**src/hdl/crps_pkg.sv**
```systemverilog
package crps_pkg;

	localparam int FRAC_BITS   = 16;
	localparam int MAX_SAMPLES = 32;
	localparam int MIN_SAMPLES = 10;

	localparam int CW     = 32;          // coordinate
	localparam int DW     = CW + 1;      // point difference
	localparam int CO_W   = 38;          // cubic coefficients c2, c3
	localparam int MUL_W  = 45;          // c2*m and d0*m^2
	localparam int NUM_W  = 48;          // forward-difference numerators
	localparam int MAG_W  = NUM_W - 1;
	localparam int Q_W    = 48;          // quotient part of a difference
	localparam int DEN_W  = 17;          // 2*m^3
	localparam int R_W    = DEN_W;
	localparam int M_W    = 6;
	localparam int SQ_W   = 2 * CW + 2;  // sum of three squares
	localparam int RT_W   = SQ_W / 2;
	localparam int KT_W   = 38;
	localparam int THR_W  = 32;
	localparam int TDATA_W = 3 * CW;

	localparam logic [THR_W-1:0] THR_RESET = 32'd52429;

	typedef logic signed [CW-1:0] coord_t;
	typedef logic signed [DW-1:0] diff_t;

	typedef struct packed {
		logic              err;
		logic              fin;
		coord_t [2:0]      p0;
		coord_t [2:0]      p1;
		diff_t  [2:0]      d0;
		diff_t  [2:0]      d1;
	} seg_job_t;

	typedef struct packed {
		logic signed [Q_W-1:0] q;
		logic [R_W-1:0]        r;
	} fd_t;

	typedef enum logic [1:0] {F_IDLE, F_PUSH_A, F_PUSH_B} front_state_t;

	typedef enum logic [3:0] {
		B_IDLE, B_ERR, B_SUMSQ, B_SQRT, B_COUNT,
		B_COEF1, B_COEF2, B_COEF3, B_DIV, B_EMIT
	} back_state_t;

	function automatic diff_t pt_sub(coord_t a, coord_t b);
		return {a[CW-1], a} - {b[CW-1], b};
	endfunction

	// quotient/remainder add, remainders both below den
	function automatic fd_t fd_add(fd_t a, fd_t b, logic [DEN_W-1:0] den);
		logic [R_W:0] s;
		fd_t          o;
		s = {1'b0, a.r} + {1'b0, b.r};
		if (s >= {1'b0, den}) begin
			o.r = R_W'(s - {1'b0, den});
			o.q = a.q + b.q + Q_W'(1);
		end else begin
			o.r = s[R_W-1:0];
			o.q = a.q + b.q;
		end
		return o;
	endfunction

	function automatic coord_t sat_coord(logic signed [Q_W:0] v);
		if (v > (Q_W+1)'(signed'(33'sh0_7FFF_FFFF))) return 32'sh7FFF_FFFF;
		else if (v < (Q_W+1)'(signed'(33'sh1_8000_0000))) return 32'sh8000_0000;
		else return v[CW-1:0];
	endfunction

endpackage

```
**src/hdl/crps_front.sv**
```systemverilog
module crps_front import crps_pkg::*; (
	input  logic                 clk,
	input  logic                 arst_n,
	input  logic                 s_tvalid,
	output logic                 s_tready,
	input  logic [TDATA_W-1:0]   s_tdata,
	input  logic                 s_tlast,
	input  logic [THR_W-1:0]     thr,
	output logic                 push,
	output seg_job_t             job,
	input  logic                 full
);

	front_state_t state_q, state_d;
	coord_t [2:0] oldest_q, older_q, newer_q;
	logic [1:0]   held_q;
	seg_job_t     job_a_q, job_b_q, job_a_d, job_b_d;
	logic         two_q, two_d, has_a;
	coord_t [2:0] pt;
	logic         accept, bad;

	assign s_tready = (state_q == F_IDLE);
	assign accept   = s_tvalid && s_tready;
	assign bad      = ({4'b0, thr} * 36'd10) < (36'd1 << FRAC_BITS);

	always_comb begin
		for (int a = 0; a < 3; a++) pt[a] = s_tdata[a*CW +: CW];
	end

	always_comb begin
		job_a_d = '0;
		job_b_d = '0;
		has_a   = 1'b0;
		two_d   = 1'b0;
		if (bad) begin
			has_a       = 1'b1;
			job_a_d.err = 1'b1;
			job_a_d.fin = 1'b1;
		end else if (held_q == 2'd1 && s_tlast) begin
			has_a       = 1'b1;
			job_a_d.fin = 1'b1;
			job_a_d.p0  = newer_q;
			job_a_d.p1  = pt;
			for (int a = 0; a < 3; a++) begin
				job_a_d.d0[a] = pt_sub(pt[a], newer_q[a]);
				job_a_d.d1[a] = pt_sub(pt[a], newer_q[a]);
			end
		end else if (held_q >= 2'd2) begin
			has_a       = 1'b1;
			two_d       = s_tlast;
			job_a_d.fin = !s_tlast;
			job_a_d.p0  = older_q;
			job_a_d.p1  = newer_q;
			job_b_d.fin = 1'b1;
			job_b_d.p0  = newer_q;
			job_b_d.p1  = pt;
			for (int a = 0; a < 3; a++) begin
				job_a_d.d0[a] = pt_sub(newer_q[a], (held_q == 2'd3) ? oldest_q[a] : older_q[a]);
				job_a_d.d1[a] = pt_sub(pt[a], older_q[a]);
				job_b_d.d0[a] = pt_sub(pt[a], older_q[a]);
				job_b_d.d1[a] = pt_sub(pt[a], newer_q[a]);
			end
		end
	end

	always_comb begin
		state_d = state_q;
		push    = 1'b0;
		job     = (state_q == F_PUSH_B) ? job_b_q : job_a_q;
		unique case (state_q)
			F_IDLE: begin
				if (accept && has_a) state_d = F_PUSH_A;
			end
			F_PUSH_A: begin
				push = !full;
				if (!full) state_d = two_q ? F_PUSH_B : F_IDLE;
			end
			F_PUSH_B: begin
				push = !full;
				if (!full) state_d = F_IDLE;
			end
			default: state_d = F_IDLE;
		endcase
	end

	always_ff @(posedge clk or negedge arst_n) begin
		if (!arst_n) begin
			state_q  <= F_IDLE;
			held_q   <= '0;
			oldest_q <= '0;
			older_q  <= '0;
			newer_q  <= '0;
			two_q    <= 1'b0;
		end else begin
			state_q <= state_d;
			if (accept) begin
				two_q <= two_d;
				if (s_tlast) begin
					held_q   <= '0;
					oldest_q <= '0;
					older_q  <= '0;
					newer_q  <= '0;
				end else if (!bad) begin
					oldest_q <= older_q;
					older_q  <= newer_q;
					newer_q  <= pt;
					if (held_q != 2'd3) held_q <= held_q + 2'd1;
				end
			end
		end
	end

	always_ff @(posedge clk) begin
		if (accept) begin
			job_a_q <= job_a_d;
			job_b_q <= job_b_d;
		end
	end

endmodule

```
**config.mk**
```make
export PLATFORM = sky130hd
export DESIGN_NAME = crps_front
export DESIGN_NICKNAME = d
export VERILOG_FILES = /design/src/hdl/crps_pkg.sv /design/src/hdl/crps_front.sv
export SDC_FILE = /design/constraint.sdc
export NUM_CORES = 2
export LEC_CHECK = 0
export ABC_AREA = 1
export ABC_CLOCK_PERIOD_IN_PS = 42900
export BUFFER_PORTS_ARGS = -buffer_cell sky130_fd_sc_hd__buf_4
export CAP_MARGIN = 20
export CORE_ASPECT_RATIO = 1.1
export CORE_MARGIN = 4
export CORE_UTILIZATION = 35
export CTS_CLUSTER_SIZE = 12
export DETAILED_ROUTE_END_ITERATION = 10
export GPL_TIMING_DRIVEN = 0
export SLEW_MARGIN = 20
export SYNTH_ARGS = -nofsm -noshare
export SYNTH_HDL_FRONTEND = slang
export SYNTH_SLANG_ARGS = --single-unit
```
**constraint.sdc**
```tcl
create_clock -name clk -period 42.9 [get_ports clk]
set_input_delay 4.29 -clock clk [delete_from_list [all_inputs] [get_ports clk]]
set_output_delay 4.29 -clock clk [all_outputs]
set_load 0.1 [all_outputs]
```
==> key figures <==
Setup path
  • Critical path capture point type: output port
  • Critical Path, Cell by Cell: buf_4, nor2_1, buf_4
  • Maximum fanout along the worst path: 2
  • FF-to-FF setup slack: 34930 ps
  • Startpoint Class: primary input
  • Critical path data arrival time: 4790 ps
  • CP max stage delay: 290 ps
  • CP max-delay cell: buf_4
  • Most common cell on crit path: buf_4
  • Worst Setup Path Type: primary input to output port
  • Critical Path RT: 38610 ps

Layout
  • Share of layout cells above drive strength 1: 14.1%
  • Nets@finish: 8963
  • Fin area: 76700 um2
  • Fin util: 41.6%
  • Fill cell total of the finished layout: 18800
  • Syn-to-layout area delta: 17.8%

Clock tree
  • CTS Hold Bufs: 0
  • Clock H-tree levels: 4
  • Clock transition at path regs: 60 ps
  • Maximum buffer depth of the clock tree: 3
  • Worst-Skew Late Latency: 820 ps
  • CTS tree: done
  • Root Buffer: clkbuf_16
  • CTS buffer count: 130
  • CTS sink count: 1076
  • Setup bufs post-CTS: 0
  • # resized after CTS: 0

Logic synthesis
  • Most numerous cell in the Yosys netlist: nand2_1
  • Syn Area/Cell: 8.35 um2
  • Largest cells by area after synthesis: edfxtp_1, nand2_1, dfrtp_1, ha_1, inv_1
  • Syn_nets: 8289
  • Number of flops mapped to enable cells by yosys: 783
  • Synth top area share: 36.1%
  • Top FF cell, synth: edfxtp_1
  • Syn Std Cell Area: 65100 um2
  • Async set-reset flop share out of synthesis: a little over a quarter
  • Area leader, netlist: edfxtp_1
  • Sequential share of the synthesized area: 47.4%
  • Number of distinct library cells after synthesis: 54
  • Yosys warning total: 0
  • Synthesized flop and latch total: 1076
  • Synthesized instance count: ~7800
  • Post-synth top cells: nand2_1, edfxtp_1, inv_1

STA
  • Fin. Hold Viols: 0
  • Slew Limit Fails: 0
  • Peak Freq: approximately 110 MHz
  • Period Utilization, post-route: 21.2%
  • Layout Skew: 46.4 ps
  • Worst Tran Pin Value: 1170 ps
  • Slew margin rel.: approximately 22%
  • RSZ-0062 raised after global routing: false
  • Setup violators final: 0
  • Setup TNS: 0 ps
  • Period minus WS final: 9080 ps

Route
  • Detail Route Antenna Nets: 0
  • DRC: 0
  • Starting DRC count in detailed routing: 6626
  • Avg WL per Cell: 26.6 um
  • DR vias/cell: 5.40
  • WL final: just under 300000 um
  • TritonRoute pass-1 iters: 6
  • Vias: about 60000

Die
  • Die height: 460 um
  • Horiz. Die Dim: 419 um
  • Core Rows: about 170
  • Die area: ~190000 um2
  • Io pins: 527
  • Core area: 184000 um2
  • Initial Utilization: 35.3%

GRT
  • Largest net degree at the start of global routing: 112
  • Initial antenna violation count: 21
  • Overall overflow remaining after global route: 0
  • Gr usage total: 29.6%
  • Vias in the first global route: between 50000 and 60000
  • First-pass GRT wire length: 410000 um

Placement
  • HPWL Detailed: 233000 um
  • Placer congestion estimate: 0.957
  • IO Port Bufs: 526
  • Area post-placement: a little over 70000 um2

Hold path
  • Hold Path Class: register to register

Job
  • Max_cap viols: 0

Outcome
  • Status: finished, final reports clean
==> final timing paths <==
| path | startpoint | endpoint | depth (start not counted) |
|---|---|---|---|
| min in group asynchronous | arst_n | newer_q[25] | 2 |
| worst max register to register | held_q[1] | job_a_q[117] | 22 |
| worst min-delay path | older_q[7] | oldest_q[7] | 2 |
| worst max-delay path | full | push | 3 |
| max in group asynchronous | arst_n | newer_q[90] | 3 |
| worst min register to register | older_q[7] | oldest_q[7] | 2 |
==> per-layer routing <==
| layer | up-vias | GRT usage, % | routed length [um] |
|---|---|---|---|
| met5 | - | 0 | 19 |
| met4 | 2 | 16.8 | 19200 |
| met3 | 551 | 4.49 | 21500 |
| met2 | 2636 | 48.0 | 135000 |
| met1 | 28800 | 37.7 | 118000 |
| li1 | 27600 | - | - |
==> through the flow <==
step | worst slack (ps) | cells | hold slack [ps]
6_report | 33820 | 11000 | 488
5_1_grt | 33790 | 11000 | 514
4_1_cts | 33820 | 11000 | 496
3_5_place_dp | 33540 | 10800 | 486
3_3_place_gp | 4050 | 10700 | 482
2_1_floorplan | 19090 | 7795 | 453
==> flip-flops by register name, indices dropped and copies added, names as in the netlist <==
| name | cells |
|---|---|
| held_q | 2 |
| job_a_q | 392 |
| job_b_q | 391 |
| newer_q | 96 |
| older_q | 96 |
| oldest_q | 96 |
| state_q | 2 |
| two_q | 1 |
==> logic make-up after synthesis <==
group	synth area share [%]
AO/OA/AOI/OAI	14.9
XOR/XNOR	2.14
adder cells (fa/ha/maj)	7.04
buffers and inverters	7.12
flip-flops	47.4
AND/OR/NAND/NOR	21.4
==> cells in the final DEF, fill, tap and decap left out, types with 132 or more instances in the layout <==
cell type  count
nand2_1     2410
edfxtp_1     783
ha_1         352
o21ai_0      399
nor2_1       695
o21ai_2      200
dfrtp_1      293
clkbuf_16    132
a21oi_1      484
inv_1        768
buf_4        537
clkbuf_1     154
o22ai_1      243
nand3_1      162
==> layout make-up <==
type	count	area, um2	area share [%]
Antenna cell	19	47.5	0.0620
Buffer	304	1750	2.28
Clock buffer	177	3540	4.62
Clock inverter	61	582	0.759
Inverter	775	2920	3.80
Multi-Input combinational cell	5640	29600	38.6
Sequential cell	1076	30800	40.2
Tap cell	2421	3030	3.95
Timing Repair Buffer	542	4370	5.69
==> critical path: cells and delay by family <==
family / cells / cell delay (ps)
and+or+nand+nor: 1 / 90
buffers and inverters: 2 / 410
Power is not shown: default switching activity piles up to over one toggle a cycle in this logic, so the estimate is an artifact.
