File: config.mk
export PLATFORM = sky130hd
export DESIGN_NAME = crps_queue
export DESIGN_NICKNAME = d
export VERILOG_FILES = /design/src/hdl/crps_pkg.sv /design/src/hdl/crps_queue.sv
export SDC_FILE = /design/constraint.sdc
export NUM_CORES = 1
export LEC_CHECK = 0
export BUFFER_PORTS_ARGS = -buffer_cell sky130_fd_sc_hd__buf_2
export CORE_AREA = 10 10 296 298
export CTS_BUF_LIST = sky130_fd_sc_hd__clkbuf_8 sky130_fd_sc_hd__clkbuf_16
export CTS_CLUSTER_SIZE = 10
export DETAILED_ROUTE_END_ITERATION = 16
export DIE_AREA = 0 0 306 308
export PLACE_DENSITY = 0.63
export RECOVER_POWER = 25
export REMOVE_ABC_BUFFERS = 1
export SYNTH_ARGS = -nofsm -noshare
export SYNTH_HDL_FRONTEND = slang
export SYNTH_SLANG_ARGS = --single-unit
export TNS_END_PERCENT = 50
File: constraint.sdc
create_clock -name clk -period 47.7 [get_ports clk]
set_input_delay 4.77 -clock clk [delete_from_list [all_inputs] [get_ports clk]]
set_output_delay 4.77 -clock clk [all_outputs]
set_load 0.01 [all_outputs]
File: src/hdl/crps_pkg.sv
package crps_pkg;

	localparam int FRAC_BITS   = 16;
	localparam int MAX_SAMPLES = 32;
	localparam int MIN_SAMPLES = 10;

	localparam int CW     = 32;          // coordinate
	localparam int DW     = CW + 1;      // point difference
	localparam int CO_W   = 38;          // cubic coefficients c2, c3
	localparam int MUL_W  = 45;          // c2*m and d0*m^2
	localparam int NUM_W  = 48;          // forward-difference numerators
	localparam int MAG_W  = NUM_W - 1;
	localparam int Q_W    = 48;          // quotient part of a difference
	localparam int DEN_W  = 17;          // 2*m^3
	localparam int R_W    = DEN_W;
	localparam int M_W    = 6;
	localparam int SQ_W   = 2 * CW + 2;  // sum of three squares
	localparam int RT_W   = SQ_W / 2;
	localparam int KT_W   = 38;
	localparam int THR_W  = 32;
	localparam int TDATA_W = 3 * CW;

	localparam logic [THR_W-1:0] THR_RESET = 32'd52429;

	typedef logic signed [CW-1:0] coord_t;
	typedef logic signed [DW-1:0] diff_t;

	typedef struct packed {
		logic              err;
		logic              fin;
		coord_t [2:0]      p0;
		coord_t [2:0]      p1;
		diff_t  [2:0]      d0;
		diff_t  [2:0]      d1;
	} seg_job_t;

	typedef struct packed {
		logic signed [Q_W-1:0] q;
		logic [R_W-1:0]        r;
	} fd_t;

	typedef enum logic [1:0] {F_IDLE, F_PUSH_A, F_PUSH_B} front_state_t;

	typedef enum logic [3:0] {
		B_IDLE, B_ERR, B_SUMSQ, B_SQRT, B_COUNT,
		B_COEF1, B_COEF2, B_COEF3, B_DIV, B_EMIT
	} back_state_t;

	function automatic diff_t pt_sub(coord_t a, coord_t b);
		return {a[CW-1], a} - {b[CW-1], b};
	endfunction

	// quotient/remainder add, remainders both below den
	function automatic fd_t fd_add(fd_t a, fd_t b, logic [DEN_W-1:0] den);
		logic [R_W:0] s;
		fd_t          o;
		s = {1'b0, a.r} + {1'b0, b.r};
		if (s >= {1'b0, den}) begin
			o.r = R_W'(s - {1'b0, den});
			o.q = a.q + b.q + Q_W'(1);
		end else begin
			o.r = s[R_W-1:0];
			o.q = a.q + b.q;
		end
		return o;
	endfunction

	function automatic coord_t sat_coord(logic signed [Q_W:0] v);
		if (v > (Q_W+1)'(signed'(33'sh0_7FFF_FFFF))) return 32'sh7FFF_FFFF;
		else if (v < (Q_W+1)'(signed'(33'sh1_8000_0000))) return 32'sh8000_0000;
		else return v[CW-1:0];
	endfunction

endpackage

File: src/hdl/crps_queue.sv
module crps_queue import crps_pkg::*; (
	input  logic     clk,
	input  logic     arst_n,
	input  logic     push,
	input  seg_job_t wr_job,
	output logic     full,
	input  logic     pop,
	output seg_job_t rd_job,
	output logic     empty
);

	seg_job_t   mem_q [2];
	logic       wr_ptr_q, rd_ptr_q;
	logic [1:0] cnt_q;

	assign full   = (cnt_q == 2'd2);
	assign empty  = (cnt_q == 2'd0);
	assign rd_job = mem_q[rd_ptr_q];

	always_ff @(posedge clk or negedge arst_n) begin
		if (!arst_n) begin
			wr_ptr_q <= 1'b0;
			rd_ptr_q <= 1'b0;
			cnt_q    <= '0;
		end else begin
			if (push) wr_ptr_q <= !wr_ptr_q;
			if (pop)  rd_ptr_q <= !rd_ptr_q;
			case ({push, pop})
				2'b10:   cnt_q <= cnt_q + 2'd1;
				2'b01:   cnt_q <= cnt_q - 2'd1;
				default: cnt_q <= cnt_q;
			endcase
		end
	end

	always_ff @(posedge clk) begin
		if (push) mem_q[wr_ptr_q] <= wr_job;
	end

endmodule

==> results of run 1 <==
==> sequential cells by signal (all words and copies together), names as in the netlist <==
| name | count |
|---|---|
| cnt_q | 2 |
| mem_q | 784 |
| rd_ptr_q | 1 |
| wr_ptr_q | 1 |
==> kinds of logic (layout without fill, tap and decap cells) <==
group	count (synthesis)	in the layout	synth area share, %
xor gates and xnor gates	5	5	0.146
adders and majority gates	1	1	0.0416
buffers and inverters	45	923	1.81
DFF	788	788	78.6
muxes	392	392	19.3
other	0	16	0
and+or+nand+nor	5	5	0.0791
==> per-stage QoR <==
step / instance area [um^2] / setup WS [ns]
finish: 37300 / 38.30
global route: 37300 / 38.01
CTS: 37400 / 38.20
detailed placement: 35000 / 38.91
global placement: 35000 / 39.00
floorplan: 29500 / 25.30
==> power groups by stage <==
| stage | logic [W] | clock network, W | registers [W] |
|---|---|---|---|
| 3_3_place_gp | 0.000739 | 0 | 0.000971 |
| 4_1_cts | 0.000746 | 0.000611 | 0.000964 |
| 2_1_floorplan | 0.000723 | 0 | 0.00110 |
| 5_1_grt | 0.000774 | 0.000638 | 0.000974 |
| 6_report | 0.000731 | 0.000591 | 0.000963 |
| 3_5_place_dp | 0.000743 | 0 | 0.000978 |
==> worst paths after layout <==
kind	end	depth (start not counted)	from	slack, ns
min	cnt_q[1]	1	cnt_q[1]	0.51
min reg2reg	cnt_q[1]	1	cnt_q[1]	0.51
max reg2reg	mem_q[0][242]	4	wr_ptr_q	43.88
min in group asynchronous	wr_ptr_q	1	arst_n	3.98
max in group asynchronous	rd_ptr_q	1	arst_n	43.49
max	rd_job[386]	5	rd_ptr_q	38.30
==> area by class of cell <==
cell class	instances	area share, %
inverters	1	0.0101
repair buffers	805	10.6
clock inverters	26	0.496
well taps	1070	3.59
flip-flops and latches	788	63.4
diodes	16	0.107
clock buffers	91	6.07
multi-input cells	403	15.8
==> placed cells by master (no fill, tap or decap) <==
cell and n:
buf_12 2, inv_16 3, and2_4 1, buf_1 1, dfrtp_4 1, nor2_1 2
mux2_2 22, dfrtp_1 3, inv_1 19, xnor2_1 2, nor2b_1 1, bufinv_16 1
xor2_1 3, diode_2 16, clkbuf_8 1, mux2_4 370, clkinv_1 3, ha_1 1
buf_2 667, buf_4 14, clkbuf_1 121, nor2_4 1, clkbuf_16 90, clkinv_8 1
edfxtp_1 784
==> per-layer routing <==
metal | global-route usage (%) | up-vias | wire length, um
li1 | - | 6634 | -
met1 | 15.6 | 7438 | 26200
met2 | 28.2 | 610 | 40400
met3 | 6.41 | 147 | 7220
met4 | 4.68 | 22 | 1980
met5 | 0 | - | 145
==> metrics.yaml, run 1 <==
seq_power_share_pct: 42.1
whs_ns: 0.505
holdBufCountCts: 0
syn-mean-instance-area_um2: 24.3
seq_area_um2: 23600
max_freq_ghz: 0.106
cp_slowest_cell: "buf_4"
yosys-top-cells-area: "edfxtp_1, mux2_4, buf_6, mux2_2, buf_8"
grt_overflow: 0
cp_max_fo: 57
multiInputGateArea_um2: 5890
synth_edf_count: 784
cts_root_buf: "clkbuf_16"
insertion_delay_ns: 0.62
antenna_found_initial: 26
ys_types: 15
wl_per_cell_um: 23.7
yosys_warnings: 0
rsz0062_at_grt: "false"
grt_pass1_wl_mm: 107
period_needed_ns: 9.40
pwr-share-clk_pct: 25.9
postCtsSetupRepairBufs: 0
via_per_inst: 4.64
worst_pin_slew_ns: 1.16
cp.arrival_ns: 4.63
routed_wl_mm: 75.9
rows: 105
grt_usage_pct: 15.3
final_util_pct: 45.7
ir_worst_vdd_uv: 39.1
p_comb_share_pct: 32.0
drive_gt1_share_pct: 55.5
io-pin-count: 790
post_cts_resized: 0
setup_violations: 0
fin_nets: 2486
critical_path.top_delay_family: "buffers and inverters"
path_class: "register to output port"
critPathMostFrequentCell: "buf_4"
grt_pass1_vias: 16200
gp_congestion: 0.835
cts_buffers: 90
die_area_um2: 94200
synth.most_common_cell: "edfxtp_1"
die_h_um: 308
relSlewSlack_pct: 22.4
power.density_nw_per_um2: 61.2
async_reset_ff_share_pct: 0.508
period_share_pct: 19.7
drt-initial-drc-count: 761
maxCapViolations: 0
critical_path_buf_inv_count: 4
clkSinkCount: 788
required_ns: 42.93
fill_cells: 7032
clkTransAtPathRegs_ns: 0.05
hpwl_mm: 55.8
drcViolationCount: 0
netlist_area_um2: 30100
worstSetupEndpointType: "output port"
synth_area_leader_cell: "edfxtp_1"
h-tree-depth: 3
coreArea_um2: 81600
slew_viol_final: 0
p_int_w: 0.00162
p_leak_nw: 14.7
drt-pass1-iter-count: 4
p_sw_w: 0.000669
hold_viol: 0
area_growth_pct: 24.1
syn_inst: 1236
synthFlopType: "edfxtp_1"
instances_no_fill: 3200
synth_top_area_share_pct: 78.3
synth_seq_area_share_pct: 78.6
synth_commonest_cells: "edfxtp_1, mux2_4, buf_6"
skew_ns: 0.0339
hp-class: "register to register"
die_w_um: 306
start_util_pct: 36.9
cts_tree: "built"
fin_tns_setup_ns: 0
clock_path_buffers: 3
dp_cells: 3067
sw_frac_of_total_pct: 29.3
fin_total_pwr_w: 0.00228
crit_path_start_kind: "register"
vias: 14900
ant_nets: 0
status: "complete, no violations"
slowest_delay_ns: 0.86
grt_max_degree: 164
ys_ff_latch: 788
crit_chain: "buf_4 > buf_4 > buf_4 > mux2_2 > buf_2"
numPortBuffers: 789
Power figures use the tool's default switching activity.
==> run 2, diff against run 1 <==
- CORE_AREA: 10 10 296 298 -> 10 10 302 304
- DIE_AREA: 0 0 306 308 -> 0 0 312 314
- clock period: 47.7 -> 7.8 ns (I/O delays scaled with it)
==> metrics.yaml, run 2 (synthesis gave the netlist of run 1 again) <==
top_register: "mem_q"
clock_path_buffers: 3  # unchanged
drcViolationCount: 0  # unchanged
ir_worst_vdd_uv: 275  # +600%
status: "complete, no violations"
grt_usage_pct: 14.1  # -1.2 points
numPortBuffers: 789  # unchanged
hp-class: "input port to register"
grt_max_degree: 148  # -9.8%
slew_viol_final: 0  # unchanged
mostFrequentLayoutCell: "edfxtp_1"
clkSinkCount: 788  # unchanged
p_leak_nw: 14.8  # +0.37%
grt_overflow: 0  # unchanged
power.density_nw_per_um2: 372  # +510%
drt-pass1-iter-count: 4  # unchanged
clkTransAtPathRegs_ns: 0.06  # about the same
drive_gt1_share_pct: 56.1  # +0.56 points
hold_viol: 0  # unchanged
routed_wl_mm: 72.8  # -4.2%
maxCapViolations: 0  # unchanged
antenna_found_initial: 38  # +46%
p_int_w: 0.00988  # +510%
fill_cells: 7447  # +5.9%
die_area_um2: 98000  # +3.9%
p_sw_w: 0.00405  # +510%
cp_slowest_cell: "dfrtp_4"
insertion_delay_ns: 0.62  # about the same
wl_per_cell_um: 22.2  # -6.5%
largest_reg_flops: 784  # unchanged
drt-initial-drc-count: 909  # +19%
area_growth_pct: 24.7
fin_nets: 2485  # -0.040%
sw_frac_of_total_pct: 29.0  # -0.23 points
rows: 107  # +1.9%
cp_max_fo: 124  # +120%
skew_ns: 0.0284  # -0.00547 ns
die_w_um: 312  # +2.0%
final_util_pct: 44.2  # -1.6 points
vias: 14800  # -0.18%
start_util_pct: 35.4  # -1.4 points
layout_common_cells: "edfxtp_1, buf_2, mux2_4"
via_per_inst: 4.52  # -2.6%
slowest_delay_ns: 1.07  # +0.21 ns
postCtsSetupRepairBufs: 0  # unchanged
worstSetupEndpointType: "output port"
period_needed_ns: 3.98
cts_root_buf: "clkbuf_16"
rsz0062_at_grt: "false"
ant_nets: 0  # unchanged
crit_path_start_kind: "register"
cts_buffers: 90  # unchanged
p_comb_share_pct: 31.7  # -0.3 points
top_regs: "mem_q (784), cnt_q (2)"
pwr-share-clk_pct: 26.0  # about the same
hpwl_mm: 52.4  # -6.0%
period_share_pct: 51.0
cp.arrival_ns: 3.20  # -1.43 ns
setup_violations: 0  # unchanged
path_class: "register to output port"
die_h_um: 314  # +1.9%
place_ws_ns: 4.26  # -34.65 ns
io-pin-count: 790  # unchanged
crit_chain: "buf_12 > mux2_2 > buf_2"
required_ns: 7.02  # -35.91 ns
max_freq_ghz: 0.251
relSlewSlack_pct: 25.3  # +2.9 points
coreArea_um2: 84900  # +4.0%
worst_pin_slew_ns: 1.12  # -0.0441 ns
grt_pass1_vias: 16100  # -0.40%
gp_congestion: 0.809  # -3.2%
grt_pass1_wl_mm: 105  # -2.1%
worst_slack_ns: 3.82  # -34.47 ns
cts_tree: "built"
h-tree-depth: 3  # unchanged
seq_power_share_pct: 42.3  # +0.2 points
## run 2: cell count changes in the layout (fill, tap and decap cells not counted), sizes merged
cell         previous run  this run
clkbuf                212       198
buf                   684       696
clkinv                  4         7
diode                  16        19
dlygate4sd3             0         1
## run 2: area by class of cell
class	count	area [um^2]	area share [%]
Clock inverter	29	198	0.527
Inverter	1	3.75	0.0100
Tap cell	1144	1430	3.82
Antenna cell	19	47.5	0.127
Multi-Input combinational cell	403	5890	15.7
Clock buffer	91	2270	6.04
Sequential cell	788	23600	63.1
Timing Repair Buffer	804	4000	10.7
## run 2: power by group through the flow
stage	Clock, W	Combinational (W)	Sequential, W
after global placement	0	0.00448	0.00594
after global routing	0.00392	0.00470	0.00597
after detailed placement	0	0.00451	0.00598
final	0.00362	0.00442	0.00589
after CTS	0.00374	0.00453	0.00590
after floorplan	0	0.00304	0.00658
## run 2: worst max-delay path: cells and delay by family, from the launching register on
family / cells / cell delay [ns]
multiplexers: 1 / 0.41
flip-flops: 1 / 1.07
buffers and inverters: 2 / 0.85
## run 2: worst paths after layout
kind | slack [ns] | endpoint | cells past startpoint | start
max in group asynchronous | 7.14 | cnt_q[0] | 2 | arst_n
hold reg to reg | 0.50 | cnt_q[1] | 1 | cnt_q[1]
min in group asynchronous | 0.50 | wr_ptr_q | 2 | arst_n
hold / removal | 0.34 | mem_q[1][285] | 1 | wr_job[285]
setup / recovery | 3.82 | rd_job[391] | 3 | rd_ptr_q
setup reg to reg | 4.77 | mem_q[1][32] | 3 | wr_ptr_q
## run 2: timing repair
| action | in CTS | in global routing |
|---|---|---|
| gates resized for setup | 0 | 0 |
| hold buffers | 1 | 0 |
| setup endpoints to repair | 0 | 0 |
| hold endpoints to repair | 4 | 0 |
## run 2: stage by stage
stage / area, um^2 / power (W) / instances / TNS [ns] / hold slack, ns
6_report: 37500 / 0.0139 / 3279 / 0 / 0.340
2_1_floorplan: 29500 / 0.00962 / 1192 / -7981.04 / 0.456
5_1_grt: 37500 / 0.0146 / 3277 / 0 / 0.296
4_1_cts: 37600 / 0.0142 / 3260 / 0 / 0.276
3_5_place_dp: 35100 / 0.0105 / 3139 / 0 / 0.481
3_3_place_gp: 35100 / 0.0104 / 3139 / 0 / 0.473
## run 2: layer usage
layer / global-route usage [%] / vias to the layer above / share of wire, %
li1: - / 6655 / -
met1: 14.9 / 7315 / 35
met4: 6.39 / 26 / 3.8
met3: 6.37 / 184 / 10
met5: 0 / - / 0.21
met2: 24.2 / 644 / 50
==> run 3, diff against run 2 <==
- clock period: 7.8 -> 3.4 ns (I/O delays scaled with it)
==> metrics.yaml, run 3 (synthesis gave the netlist of run 1 again) <==
layout_common_cells: "edfxtp_1, buf_2, dlygate4sd3_1"
sw_frac_of_total_pct: 29.4  # +0.39 points
drt-pass1-iter-count: 4  # unchanged
required_ns: 3.06  # -3.96 ns
top_register: "mem_q"
max_freq_ghz: 0.357
place_ws_ns: 1.22  # -3.04 ns
crit_path_start_kind: "register"
drcViolationCount: 0  # unchanged
top_regs: "mem_q (784), cnt_q (2)"
routed_wl_mm: 79.5  # +9.2%
ant_nets: 0  # unchanged
die_w_um: 312  # unchanged
grt_pass1_vias: 18600  # +15%
drive_gt1_share_pct: 45.4  # -11 points
start_util_pct: 35.4  # unchanged
worstSetupEndpointType: "output port"
insertion_delay_ns: 0.63  # about the same
setup_violations: 0  # unchanged
rows: 107  # unchanged
cp.arrival_ns: 2.46  # -0.74 ns
r2r_cells: 3  # unchanged
clock_path_buffers: 3  # unchanged
fin_total_pwr_w: 0.0331  # +140%
hold_viol: 0  # unchanged
drt-initial-drc-count: 1040  # +14%
power.density_nw_per_um2: 791  # +110%
path_class: "register to output port"
clkTransAtPathRegs_ns: 0.06  # about the same
p_sw_w: 0.00973  # +140%
period_needed_ns: 2.80
worst_slack_ns: 0.596  # -3.23 ns
worst_pin_slew_ns: 0.729  # -0.391 ns
maxCapViolations: 0  # unchanged
grt_max_degree: 113  # -24%
status: "complete, no violations"
antenna_found_initial: 12  # -68%
cts_tree: "built"
rsz0062_at_grt: "false"
die_area_um2: 98000  # unchanged
numPortBuffers: 789  # unchanged
grt_pass1_wl_mm: 117  # +11%
io-pin-count: 790  # unchanged
h-tree-depth: 3  # unchanged
rr_endpoint: "mem_q[1][29]"
via_per_inst: 4.45  # -1.6%
wl_per_cell_um: 21.5  # -3.2%
p_leak_nw: 16.5  # +12%
die_h_um: 314  # unchanged
pwr-share-clk_pct: 25.9  # about the same
grt_overflow: 0  # unchanged
cts_root_buf: "clkbuf_16"
gp_congestion: 0.797  # -1.4%
relSlewSlack_pct: 51.4  # +26 points
p_int_w: 0.0233  # +140%
clkSinkCount: 788  # unchanged
reg2reg_slack_ns: 1.46  # -3.31 ns
cts_buffers: 91  # +1.1%
mostFrequentLayoutCell: "edfxtp_1"
timing.rr.start: "wr_ptr_q"
fin_nets: 2921  # +18%
vias: 16500  # +11%
fin_tns_setup_ns: 0  # unchanged
largest_reg_flops: 784  # unchanged
grt_usage_pct: 15.6  # +1.4 points
coreArea_um2: 84900  # unchanged
hpwl_mm: 55.9  # +6.7%
period_share_pct: 82.5
skew_ns: 0.0289  # +0.000547 ns
ir_worst_vdd_uv: 535  # +95%
slew_viol_final: 0  # unchanged
seq_power_share_pct: 40.5  # -1.8 points
postCtsSetupRepairBufs: 0  # unchanged
hp-class: "input port to async pin"
cp_max_fo: 32  # -74%
p_comb_share_pct: 33.6  # +1.9 points
area_growth_pct: 39.1
## run 3: worst max path at each step
stage | to | start | slack [ns]
after floorplan | mem_q[0][0] | push | -14.57
after global placement | rd_job[385] | rd_ptr_q | 1.25
after detailed placement | rd_job[327] | rd_ptr_q | 1.22
after CTS | rd_job[246] | rd_ptr_q | 0.55
after global routing | rd_job[385] | rd_ptr_q | 0.49
final | rd_job[246] | rd_ptr_q | 0.60
## run 3: worst max-delay path, cell delays in order, from the launching register on
cell and delay (ns):
dfrtp_4 0.64, buf_12 0.26, buf_4 0.35, mux2_4 0.34, buf_2 0.14
## run 3: per-stage QoR
stage	hold slack, ns	std cells	util [%]	instance area [um^2]
2_1_floorplan	0.0444	1192	-	29500
3_3_place_gp	0.163	3180	41.8	35500
3_5_place_dp	0.164	3180	41.8	35500
4_1_cts	0.0488	3696	49.5	42000
5_1_grt	0.0966	3701	49.3	41800
6_report	0.133	3701	49.3	41800
## run 3: final cells by class
class	instances	area, um^2
clock buffers	94	2350
well taps	1144	1430
repair buffers	1239	8260
clock inverters	27	228
multi-input cells	403	5890
diodes	5	12.5
flip-flops and latches	788	23600
fillers	7006	43100
inverters	1	3.75
## run 3: power groups by stage
stage	Combinational, W	Clock (W)	Sequential, W
final	0.0111	0.00858	0.0134
after global routing	0.0118	0.00926	0.0135
after detailed placement	0.0109	0	0.0136
after floorplan	0.00340	0	0.0132
after CTS	0.0113	0.00883	0.0134
after global placement	0.0108	0	0.0135
## run 3: what timing repair did
item                                    in CTS  in global routing
resized for setup                            0                  0
endpoints found under the setup margin       0                  0
hold buffers                               395                  0
hold endpoints to repair                   790                  0
## run 3: metal layers
metal,part of all wire (%),global-route usage [%]
met2,52,27.8
met1,36,16.9
met3,8.9,5.82
met4,2.9,5.18
met5,0.086,0
